$ cat config.mk
export PLATFORM = sky130hd
export DESIGN_NAME = settings_text_lexer
export DESIGN_NICKNAME = d
export VERILOG_FILES = /design/src/sv/stlex_pkg.sv /design/src/sv/stlex_front.sv /design/src/sv/stlex_queue.sv /design/src/sv/stlex_back.sv /design/src/sv/settings_text_lexer.sv
export SDC_FILE = /design/constraint.sdc
export NUM_CORES = 1
export LEC_CHECK = 0
export ABC_AREA = 1
export BUFFER_PORTS_ARGS = -buffer_cell sky130_fd_sc_hd__clkbuf_2
export CAP_MARGIN = 25
export CORE_ASPECT_RATIO = 0.7
export CORE_MARGIN = 4
export CORE_UTILIZATION = 55
export DETAILED_ROUTE_END_ITERATION = 7
export GPL_TIMING_DRIVEN = 0
export PLACE_DENSITY = 0.81
export SYNTH_ARGS = -nofsm -noshare
export SYNTH_HDL_FRONTEND = slang
export SYNTH_HIERARCHICAL = 1
export SYNTH_SLANG_ARGS = --single-unit
$ cat constraint.sdc
create_clock -name i_clk -period 6.2 [get_ports i_clk]
set_input_delay 1.24 -clock i_clk [delete_from_list [all_inputs] [get_ports i_clk]]
set_output_delay 1.24 -clock i_clk [all_outputs]
set_load 0.05 [all_outputs]
$ cat src/sv/stlex_pkg.sv
// stlex_pkg: shared types and constants of the settings text lexer
// token kinds, the token record and the per-byte token pair that the queue carries
// no dependencies
package stlex_pkg;

    // token kind codes
    localparam logic [3:0] K_OPEN    = 4'd0;
    localparam logic [3:0] K_CLOSE   = 4'd1;
    localparam logic [3:0] K_COMMA   = 4'd2;
    localparam logic [3:0] K_EQUALS  = 4'd3;
    localparam logic [3:0] K_SEMI    = 4'd4;
    localparam logic [3:0] K_TRUE    = 4'd5;
    localparam logic [3:0] K_FALSE   = 4'd6;
    localparam logic [3:0] K_STRING  = 4'd7;
    localparam logic [3:0] K_INT     = 4'd8;
    localparam logic [3:0] K_FLOAT   = 4'd9;
    localparam logic [3:0] K_NAME    = 4'd10;
    localparam logic [3:0] K_INVALID = 4'd11;

    // keyword lengths
    localparam logic [15:0] LEN_TRUE  = 16'd4;
    localparam logic [15:0] LEN_FALSE = 16'd5;

    // entries of the queue between front and back
    localparam int unsigned QUEUE_DEPTH = 4;

    typedef struct packed {
        logic [3:0]  kind;
        logic [15:0] start;
        logic [15:0] length;
    } t_token;

    // all tokens caused by one byte: first, and second when two is set
    typedef struct packed {
        logic   two;
        t_token tok0;
        t_token tok1;
    } t_pair;

endpackage

$ cat src/sv/stlex_front.sv
// stlex_front: lexer state machine, classifies each accepted byte
// produces the zero, one or two tokens of the byte as one queue request
// depends on stlex_pkg
module stlex_front #(
    parameter longint unsigned OFFSET_SPAN = 65536
) (
    input  logic             i_clk,
    input  logic             i_rst_n,
    input  logic             i_accept,
    input  logic [7:0]       i_text_byte,
    output logic             o_wr,
    output stlex_pkg::t_pair o_pair
);
    import stlex_pkg::*;

    localparam int PW = $clog2(OFFSET_SPAN);

    localparam logic [7:0] CH_OPEN   = "{";
    localparam logic [7:0] CH_CLOSE  = "}";
    localparam logic [7:0] CH_COMMA  = ",";
    localparam logic [7:0] CH_EQUALS = "=";
    localparam logic [7:0] CH_SEMI   = ";";
    localparam logic [7:0] CH_QUOTE  = 8'h22;
    localparam logic [7:0] CH_BSLASH = 8'h5c;
    localparam logic [7:0] CH_MINUS  = "-";
    localparam logic [7:0] CH_PLUS   = "+";
    localparam logic [7:0] CH_ZERO   = "0";
    localparam logic [7:0] CH_DOT    = ".";
    localparam logic [7:0] CH_NUL    = 8'h00;
    localparam logic [7:0] CH_LF     = 8'h0a;
    localparam logic [7:0] CH_SPACE  = 8'h20;

    typedef enum logic [3:0] {
        M_IDLE, M_BSLASH, M_COMMENT, M_STRING, M_WORD, M_SIGN,
        M_INT, M_ZERO, M_FRAC, M_EXPSIGN, M_EXP
    } t_mode;

    typedef struct packed {
        t_mode         mode;
        logic [PW-1:0] start;
        logic [2:0]    kwp;
        logic          kwc;
        logic          emit;
        t_token        tok;
    } t_fresh;

    t_mode         r_mode, n_mode;
    logic [PW-1:0] r_start, n_start;
    logic [PW-1:0] r_pos, pos_next;
    logic [2:0]    r_kwp, n_kwp;
    logic          r_kwc, n_kwc;
    logic          r_esc, n_esc;

    logic [7:0]    c;
    logic          do_fresh;
    logic [7:0]    fresh_c;
    t_fresh        fr;
    logic          a_v;
    t_token        a_tok;
    logic [7:0]    want;
    logic [2:0]    klen;
    logic          kw_hit;
    logic [15:0]   cur_len;

    function automatic logic f_digit(input logic [7:0] ch);
        f_digit = (ch >= "0") && (ch <= "9");
    endfunction

    function automatic logic f_letter(input logic [7:0] ch);
        f_letter = ((ch >= "a") && (ch <= "z")) || ((ch >= "A") && (ch <= "Z"));
    endfunction

    function automatic logic f_exp(input logic [7:0] ch);
        f_exp = (ch == "e") || (ch == "E");
    endfunction

    function automatic t_token f_tok(input logic [3:0] kind, input logic [PW-1:0] start,
                                     input logic [15:0] length);
        t_token t;
        t.kind   = kind;
        t.start  = 16'(start);
        t.length = length;
        f_tok = t;
    endfunction

    // lex a byte from the idle state
    function automatic t_fresh f_fresh(input logic [7:0] ch, input logic [PW-1:0] pos,
                                       input logic [PW-1:0] pos_inc);
        t_fresh f;
        f.mode  = M_IDLE;
        f.start = pos;
        f.kwp   = 3'd0;
        f.kwc   = 1'b0;
        f.emit  = 1'b0;
        f.tok   = f_tok(K_INVALID, pos, 16'd0);
        if (!(ch inside {CH_SPACE, 8'h09, CH_LF, 8'h0d})) begin
            case (ch)
                CH_OPEN: begin
                    f.emit = 1'b1; f.tok = f_tok(K_OPEN, pos, 16'd1);
                end
                CH_CLOSE: begin
                    f.emit = 1'b1; f.tok = f_tok(K_CLOSE, pos, 16'd1);
                end
                CH_COMMA: begin
                    f.emit = 1'b1; f.tok = f_tok(K_COMMA, pos, 16'd1);
                end
                CH_EQUALS: begin
                    f.emit = 1'b1; f.tok = f_tok(K_EQUALS, pos, 16'd1);
                end
                CH_SEMI: begin
                    f.emit = 1'b1; f.tok = f_tok(K_SEMI, pos, 16'd1);
                end
                CH_QUOTE: begin
                    f.mode = M_STRING; f.start = pos_inc;
                end
                CH_BSLASH: f.mode = M_BSLASH;
                CH_MINUS:  f.mode = M_SIGN;
                CH_ZERO:   f.mode = M_ZERO;
                default: begin
                    if (f_digit(ch)) begin
                        f.mode = M_INT;
                    end else if (f_letter(ch)) begin
                        f.mode = M_WORD;
                        if (ch == "t") begin
                            f.kwp = 3'd1;
                        end else if (ch == "f") begin
                            f.kwp = 3'd1; f.kwc = 1'b1;
                        end
                    end else begin
                        f.emit = 1'b1;
                    end
                end
            endcase
        end
        f_fresh = f;
    endfunction

    assign c = i_text_byte;

    // wrapping byte offset
    assign pos_next = (r_pos == PW'(OFFSET_SPAN - 1)) ? '0 : r_pos + 1'b1;

    // length from the token start to the current byte, modulo the span
    always_comb begin
        logic [PW:0] d;
        d = {1'b0, r_pos} - {1'b0, r_start};
        if (r_pos < r_start) begin
            d = d + (PW+1)'(OFFSET_SPAN);
        end
        cur_len = 16'(d[PW-1:0]);
    end

    // expected next keyword letter
    always_comb begin
        klen = r_kwc ? 3'd5 : 3'd4;
        case (r_kwp)
            3'd1:    want = r_kwc ? "a" : "r";
            3'd2:    want = r_kwc ? "l" : "u";
            3'd3:    want = r_kwc ? "s" : "e";
            3'd4:    want = r_kwc ? "e" : 8'h00;
            default: want = 8'h00;
        endcase
        kw_hit = (r_kwp != 3'd0) && (r_kwp < klen) && (c == want);
    end

    // next state and the token ended by this byte
    always_comb begin
        n_mode   = r_mode;
        n_start  = r_start;
        n_kwp    = r_kwp;
        n_kwc    = r_kwc;
        n_esc    = r_esc;
        do_fresh = 1'b0;
        fresh_c  = c;
        a_v      = 1'b0;
        a_tok    = f_tok(K_INVALID, r_pos, 16'd0);
        case (r_mode)
            M_BSLASH: begin
                if (c == CH_BSLASH) begin
                    n_mode = M_COMMENT;
                end else begin
                    a_v = 1'b1; a_tok = f_tok(K_INVALID, r_start, 16'd0); do_fresh = 1'b1;
                end
            end
            M_COMMENT: begin
                if (c == CH_LF) begin
                    n_mode = M_IDLE;
                end else if (c == CH_NUL) begin
                    a_v = 1'b1; n_mode = M_IDLE;
                end
            end
            M_STRING: begin
                if (c == CH_NUL) begin
                    a_v = 1'b1; do_fresh = 1'b1; fresh_c = CH_SPACE;
                end else if (r_esc) begin
                    n_esc = 1'b0;
                end else if (c == CH_BSLASH) begin
                    n_esc = 1'b1;
                end else if (c == CH_QUOTE) begin
                    a_v = 1'b1; a_tok = f_tok(K_STRING, r_start, cur_len);
                    do_fresh = 1'b1; fresh_c = CH_SPACE;
                end
            end
            M_WORD: begin
                if (kw_hit) begin
                    n_kwp = r_kwp + 3'd1;
                    if (r_kwp + 3'd1 == klen) begin
                        a_v   = 1'b1;
                        a_tok = r_kwc ? f_tok(K_FALSE, r_start, LEN_FALSE)
                                      : f_tok(K_TRUE, r_start, LEN_TRUE);
                        n_mode = M_IDLE; n_kwp = 3'd0; n_kwc = 1'b0;
                    end
                end else begin
                    n_kwp = 3'd0;
                    if (!(f_letter(c) || f_digit(c))) begin
                        a_v = 1'b1; a_tok = f_tok(K_NAME, r_start, cur_len); do_fresh = 1'b1;
                    end
                end
            end
            M_SIGN, M_INT, M_ZERO: begin
                if (r_mode == M_SIGN && c == CH_ZERO) begin
                    n_mode = M_ZERO;
                end else if (r_mode != M_ZERO && f_digit(c)) begin
                    n_mode = M_INT;
                end else if (c == CH_DOT) begin
                    n_kwc = 1'b1; n_mode = M_FRAC;
                end else if (f_exp(c)) begin
                    n_mode = M_EXPSIGN;
                end else begin
                    a_v = 1'b1; a_tok = f_tok(r_kwc ? K_FLOAT : K_INT, r_start, cur_len);
                    do_fresh = 1'b1;
                end
            end
            M_FRAC: begin
                if (f_exp(c)) begin
                    n_mode = M_EXPSIGN;
                end else if (!f_digit(c)) begin
                    a_v = 1'b1; a_tok = f_tok(r_kwc ? K_FLOAT : K_INT, r_start, cur_len);
                    do_fresh = 1'b1;
                end
            end
            M_EXPSIGN: begin
                if (c == CH_PLUS || c == CH_MINUS || f_digit(c)) begin
                    n_mode = M_EXP;
                end else begin
                    a_v = 1'b1; a_tok = f_tok(r_kwc ? K_FLOAT : K_INT, r_start, cur_len);
                    do_fresh = 1'b1;
                end
            end
            M_EXP: begin
                if (!f_digit(c)) begin
                    a_v = 1'b1; a_tok = f_tok(r_kwc ? K_FLOAT : K_INT, r_start, cur_len);
                    do_fresh = 1'b1;
                end
            end
            default: do_fresh = 1'b1;
        endcase

        fr = f_fresh(fresh_c, r_pos, pos_next);
        if (do_fresh) begin
            n_mode  = fr.mode;
            n_start = fr.start;
            n_kwp   = fr.kwp;
            n_kwc   = fr.kwc;
            n_esc   = 1'b0;
        end
    end

    // pack the byte's tokens into one queue request
    always_comb begin
        o_pair.two  = a_v && do_fresh && fr.emit;
        o_pair.tok0 = a_v ? a_tok : fr.tok;
        o_pair.tok1 = fr.tok;
        o_wr        = i_accept && (a_v || (do_fresh && fr.emit));
    end

    // lexer state
    always_ff @(posedge i_clk) begin
        if (!i_rst_n) begin
            r_mode  <= M_IDLE;
            r_start <= '0;
            r_pos   <= '0;
            r_kwp   <= 3'd0;
            r_kwc   <= 1'b0;
            r_esc   <= 1'b0;
        end else if (i_accept) begin
            r_mode  <= n_mode;
            r_start <= n_start;
            r_pos   <= pos_next;
            r_kwp   <= n_kwp;
            r_kwc   <= n_kwc;
            r_esc   <= n_esc;
        end
    end

endmodule

$ cat src/sv/stlex_queue.sv
// stlex_queue: short register queue of token pairs between front and back
// one write and one read a cycle, full and empty from the registered count
// depends on stlex_pkg
module stlex_queue (
    input  logic             i_clk,
    input  logic             i_rst_n,
    input  logic             i_wr,
    input  stlex_pkg::t_pair i_pair,
    input  logic             i_rd,
    output stlex_pkg::t_pair o_head,
    output logic             o_full,
    output logic             o_empty
);
    import stlex_pkg::*;

    localparam int AW = $clog2(QUEUE_DEPTH);

    t_pair         r_mem [QUEUE_DEPTH];
    logic [AW-1:0] r_wp, r_rp;
    logic [AW:0]   r_cnt;
    logic          do_wr, do_rd;

    assign o_full  = (r_cnt == (AW+1)'(QUEUE_DEPTH));
    assign o_empty = (r_cnt == '0);
    assign do_wr   = i_wr && !o_full;
    assign do_rd   = i_rd && !o_empty;
    assign o_head  = r_mem[r_rp];

    // storage
    always_ff @(posedge i_clk) begin
        if (do_wr) begin
            r_mem[r_wp] <= i_pair;
        end
    end

    // pointers and count
    always_ff @(posedge i_clk) begin
        if (!i_rst_n) begin
            r_wp  <= '0;
            r_rp  <= '0;
            r_cnt <= '0;
        end else begin
            if (do_wr) begin
                r_wp <= (r_wp == AW'(QUEUE_DEPTH - 1)) ? '0 : r_wp + 1'b1;
            end
            if (do_rd) begin
                r_rp <= (r_rp == AW'(QUEUE_DEPTH - 1)) ? '0 : r_rp + 1'b1;
            end
            r_cnt <= r_cnt + (AW+1)'(do_wr) - (AW+1)'(do_rd);
        end
    end

endmodule

$ cat src/sv/stlex_back.sv
// stlex_back: splits queued token pairs into single result requests
// output register plus a holding slot for the second token of a pair
// depends on stlex_pkg
module stlex_back (
    input  logic             i_clk,
    input  logic             i_rst_n,
    input  logic             i_q_empty,
    input  stlex_pkg::t_pair i_q_head,
    output logic             o_q_rd,
    input  logic             i_pop,
    output logic             o_empty,
    output logic [3:0]       o_token_kind,
    output logic [15:0]      o_token_start,
    output logic [15:0]      o_token_length,
    output logic             o_last_of_run
);
    import stlex_pkg::*;

    logic   r_out_v;
    t_token r_out;
    logic   r_out_last;
    logic   r_sec_v;
    t_token r_sec;
    logic   load;

    // output register is free this cycle
    assign load   = !r_out_v || i_pop;
    assign o_q_rd = load && !r_sec_v && !i_q_empty;

    assign o_empty        = !r_out_v;
    assign o_token_kind   = r_out.kind;
    assign o_token_start  = r_out.start;
    assign o_token_length = r_out.length;
    assign o_last_of_run  = r_out_last;

    // result register and second-token slot
    always_ff @(posedge i_clk) begin
        if (!i_rst_n) begin
            r_out_v <= 1'b0;
            r_sec_v <= 1'b0;
        end else if (load) begin
            if (r_sec_v) begin
                r_out_v    <= 1'b1;
                r_out      <= r_sec;
                r_out_last <= 1'b1;
                r_sec_v    <= 1'b0;
            end else if (!i_q_empty) begin
                r_out_v    <= 1'b1;
                r_out      <= i_q_head.tok0;
                r_out_last <= !i_q_head.two;
                r_sec      <= i_q_head.tok1;
                r_sec_v    <= i_q_head.two;
            end else begin
                r_out_v <= 1'b0;
            end
        end
    end

endmodule

$ cat src/sv/settings_text_lexer.sv
// settings_text_lexer: top level of the byte-serial settings text lexer
// front state machine, token pair queue and result back end
// depends on stlex_pkg, stlex_front, stlex_queue, stlex_back

// The lexer takes one text byte per cycle on a push/full queue port and
// returns tokens (kind, start offset, length, last_of_run) on an empty/pop
// queue port. The front state machine classifies each accepted byte in the
// cycle it is pushed and writes all tokens caused by that byte (none, one or
// two) as one entry into a four-entry queue; the back end hands out one token
// per cycle while results are popped, and a token passes from the queue
// through the back end's output register to the result ports. Bytes are taken
// every cycle while the queue has room; a run of bytes that each give two
// tokens, or results left unpopped, fill the queue and hold the input back.
// Offsets count modulo OFFSET_SPAN and are reported in 16 bits.
module settings_text_lexer #(
    parameter longint unsigned OFFSET_SPAN = 65536
) (
    input  logic        i_clk,
    input  logic        i_rst_n,
    input  logic        push,
    output logic        full,
    input  logic [7:0]  i_text_byte,
    output logic        empty,
    input  logic        pop,
    output logic [3:0]  o_token_kind,
    output logic [15:0] o_token_start,
    output logic [15:0] o_token_length,
    output logic        o_last_of_run
);
    import stlex_pkg::*;

    logic  accept;
    logic  wr;
    t_pair pair;
    t_pair head;
    logic  q_empty;
    logic  q_rd;

    assign accept = push && !full;

    // byte classification
    stlex_front #(
        .OFFSET_SPAN(OFFSET_SPAN)
    ) u_front (
        .i_clk       (i_clk),
        .i_rst_n     (i_rst_n),
        .i_accept    (accept),
        .i_text_byte (i_text_byte),
        .o_wr        (wr),
        .o_pair      (pair)
    );

    // decoupling queue
    stlex_queue u_queue (
        .i_clk   (i_clk),
        .i_rst_n (i_rst_n),
        .i_wr    (wr),
        .i_pair  (pair),
        .i_rd    (q_rd),
        .o_head  (head),
        .o_full  (full),
        .o_empty (q_empty)
    );

    // result delivery
    stlex_back u_back (
        .i_clk          (i_clk),
        .i_rst_n        (i_rst_n),
        .i_q_empty      (q_empty),
        .i_q_head       (head),
        .o_q_rd         (q_rd),
        .i_pop          (pop),
        .o_empty        (empty),
        .o_token_kind   (o_token_kind),
        .o_token_start  (o_token_start),
        .o_token_length (o_token_length),
        .o_last_of_run  (o_last_of_run)
    );

endmodule

==> flow_summary.toml <==
[sta]
final_max_slew_viol_count = 0
timing.hold.ws_ns = 0.499
maxSlewHeadroom_pct = 36.4
finClkSkew_ns = 0.0227
fmax_mhz = 193
layout_setup_ws_ns = 1.01
setup_viol = 0
rsz0062_at_grt = "no"
fin_crit_sh_pct = 83.7
tightestPinTransition_ns = 0.952
layout_min_cycle_time_ns = 5.19
hold_viol_final = 0

[drt]
drt-wirelength-per-cell_um = 22.6
finalWirelength_mm = 66.2
drtIter0Drc = 2666
vias = 18200
drc = 0
routed_via_density = 6.23
ant_nets = 0
first_pass_iters = 6

[layout]
layout.nets = 2452
filler_cell_count = 2966
regArea_um2 = 12000
multi_input_area_um2 = 7720
post-route-util_pct = 62.9
most-common-layout-cells = "nand2_1, edfxtp_1, nor2_1"
mostFrequentLayoutCell = "nand2_1"
layout-area-overhead-vs-synth_pct = 11.6
diodes = 0
drive_gt1_share_pct = 10.4
stdcell_count = 2927

[power_and_ir_drop]
pwr-share-clk_pct = 20.7
powerDensity_nw_per_um2 = 494
finalPower_uw = 11600
p_comb_share_pct = 42.0
switching_power_uw = 4920
p_sw_share_pct = 42.2
power.internal_uw = 6730
leakagePower_uw = 0.00916
pwr-share-seq_pct = 37.3
ir_worst_vdd_uv = 396

[synth]
synthAdderAreaFrac_pct = 1.91
synth.avg_cell_area_um2 = 9.22
ys_seq_elements = 417
synthMuxAreaShare_pct = 0
synth_top_family_by_area = "simple AND/OR/NAND/NOR gates"
yosys.area_share.simple_pct = 18.4
synth_edf_count = 365
synth_area_um2 = 21100
synthDistinctLibCells = 46
postSynthCellCount = 2292
synthXorXnorAreaFrac_pct = 0.829
yosysWarnings = 6
synthArstFlopShare_pct = 0
synth_flop_cell = "edfxtp_1"
yosysSeqAreaShare_pct = 56.8
synth_compound_area_share_pct = 14.9

[job]
max-cap-violations = 0

[hold_path]
hold_class = "reg2reg"
hold_path.startpoint = "u_front/r_start[12]"
holdPathEnd = "u_front/r_start[12]"
hold_depth = 2

[setup_path]
start_kind = "primary input"
path_class = "in2reg"
crit_chain = "clkbuf_2, inv_2, nor3_1, o22ai_1, nor2_4, clkbuf_1, inv_1, o21ai_0, nand2_1, a21oi_1, nand2_1, nor2_4, buf_12, buf_12"
rr_worst_depth = 20
crit_arrival_ns = 5.43
r2r_setup_slack_ns = 1.26
critPathRequiredTime_ns = 6.44
worstPathMaxFanout = 27
path_buf_inv = 6
cp_slowest_stage_delay_ns = 0.84
endpoint_kind = "flop"
crit_slowest_cell = "nor2_4"
rr_startpoint = "u_front/r_kwp[0]"
path_delay_family = "simple AND/OR/NAND/NOR gates"
r2r-end = "u_queue/r_mem[0][32]"

[global_route]
first_global_vias = 16500
grt_pass1_wl_mm = 99.5
antenna_found_initial = 2
grt_usage_pct = 31.0
grt.overflow.total = 0
grt_max_degree = 31

[clock_tree]
clock_latency_ns = 0.56
clkTransAtPathRegs_ns = 0.06
ctsHoldBuffers = 0
htree_num_levels = 2
cts_buffer_depth = 3
cts_tree = "built"
clock-root-buffer = "clkbuf_16"
cts_made_buffers = 40
post_cts_buffers = 0
numClockSinks = 417
cts_resized = 0

[placed_design]
place.gp.congestion = 0.982
port_buffers = 49
post-place-ws_ns = 0.579
post-place-cells = 2854
dp.final_hpwl_mm = 47.8

[floorplan]
fp.coreArea_um2 = 37500
die_area_um2 = 41700
rows = 59
initial_core_util_pct = 56.3
die_x_um = 242
fp.dieH_um = 172
pin_count = 51

[run_status]
status = "completed"
-- cells in the mapped netlist, drive strengths merged (16+ instances only) --
master	number	area, um2
a21oi	78	390
buf	91	669
clkbuf	79	302
dfxtp	52	1040
edfxtp	365	11000
ha	29	363
inv	138	521
nand2	508	1940
nand3	130	656
nor2	275	1080
o2111ai	16	140
o211ai	52	390
o21ai	326	1640
o22ai	76	475
-- sequential cells by signal, summed over array words and instances (netlist names), named ones only --
| register | cells |
|---|---|
| u_front/r_pos | 16 |
| u_back/r_sec_v | 1 |
| u_queue/r_mem | 292 |
| u_queue/r_cnt | 3 |
| u_front/r_kwc | 1 |
| u_back/o_token_length | 16 |
| u_queue/r_wp | 2 |
| u_back/o_token_start | 16 |
| u_queue/r_rp | 2 |
| u_front/r_esc | 1 |
| u_back/o_token_kind | 4 |
| u_back/o_last_of_run | 1 |
| u_back/r_out_v | 1 |
| u_back/r_sec | 36 |
| u_front/r_mode | 4 |
| u_front/r_kwp | 3 |
| u_front/r_start | 16 |
-- per-stage QoR --
step / cell area (um2) / TNS (ns)
final: 23600 / 0
after global placement: 22000 / -1019.40
after CTS: 23600 / 0
after global routing: 23600 / 0
after detailed placement: 22300 / 0
after floorplan: 21200 / -87.92
-- power by group through the flow --
stage	clock, uW	combinational, uW	sequential, uW
2_1_floorplan	0	2720	4740
3_5_place_dp	0	4710	4390
5_1_grt	2550	5250	4390
4_1_cts	2430	4760	4340
3_3_place_gp	0	4450	4460
6_report	2410	4900	4350
-- how the worst max path moves through the flow --
stage | to | slack (ns) | depth (start not counted) | start
final | u_queue/r_mem[0][32] | 1.01 | 14 | i_text_byte[0]
after global routing | u_queue/r_mem[0][32] | 0.84 | 14 | i_text_byte[1]
after CTS | u_queue/r_mem[0][32] | 1.14 | 14 | i_text_byte[0]
after detailed placement | u_queue/r_mem[0][27] | 0.58 | 14 | i_text_byte[0]
after global placement | u_queue/r_mem[3][29] | -3.66 | 12 | i_text_byte[0]
after floorplan | u_queue/r_mem[0][0] | -0.30 | 17 | i_text_byte[3]
-- worst min-delay path, stage by stage (launching register included) --
cell and delay [ns]:
dfxtp_1 0.33, nand2_1 0.07, a21oi_1 0.05
-- layout make-up --
type                       instances  area share [%]
inverter                         142            2.27
tap                              488            2.59
multi-input combinational       1577            32.7
timing repair buffer              61            2.04
buffer                           170            4.12
clock inverter                    22           0.939
clock buffer                      50            4.44
sequential                       417            50.9
-- logic make-up (layout without fill, tap and decap cells) --
group	count (synthesis)	after routing
buffers and inverters	312	445
adders and majority gates	31	31
and+or+nand+nor	947	947
AOI/OAI and AO/OA	564	564
xor gates and xnor gates	20	20
DFF	417	417
other	1	15
-- per-layer routing --
| layer | up-vias | track usage (%) | share of wire (%) |
|---|---|---|---|
| met5 | - | 0 | 0.030 |
| met4 | 2 | 8.12 | 2.1 |
| met3 | 121 | 7.25 | 14 |
| met2 | 1301 | 44.8 | 42 |
| met1 | 8614 | 47.4 | 42 |
| li1 | 8187 | - | - |
No activity file was read; power rests on OpenSTA's default activity.
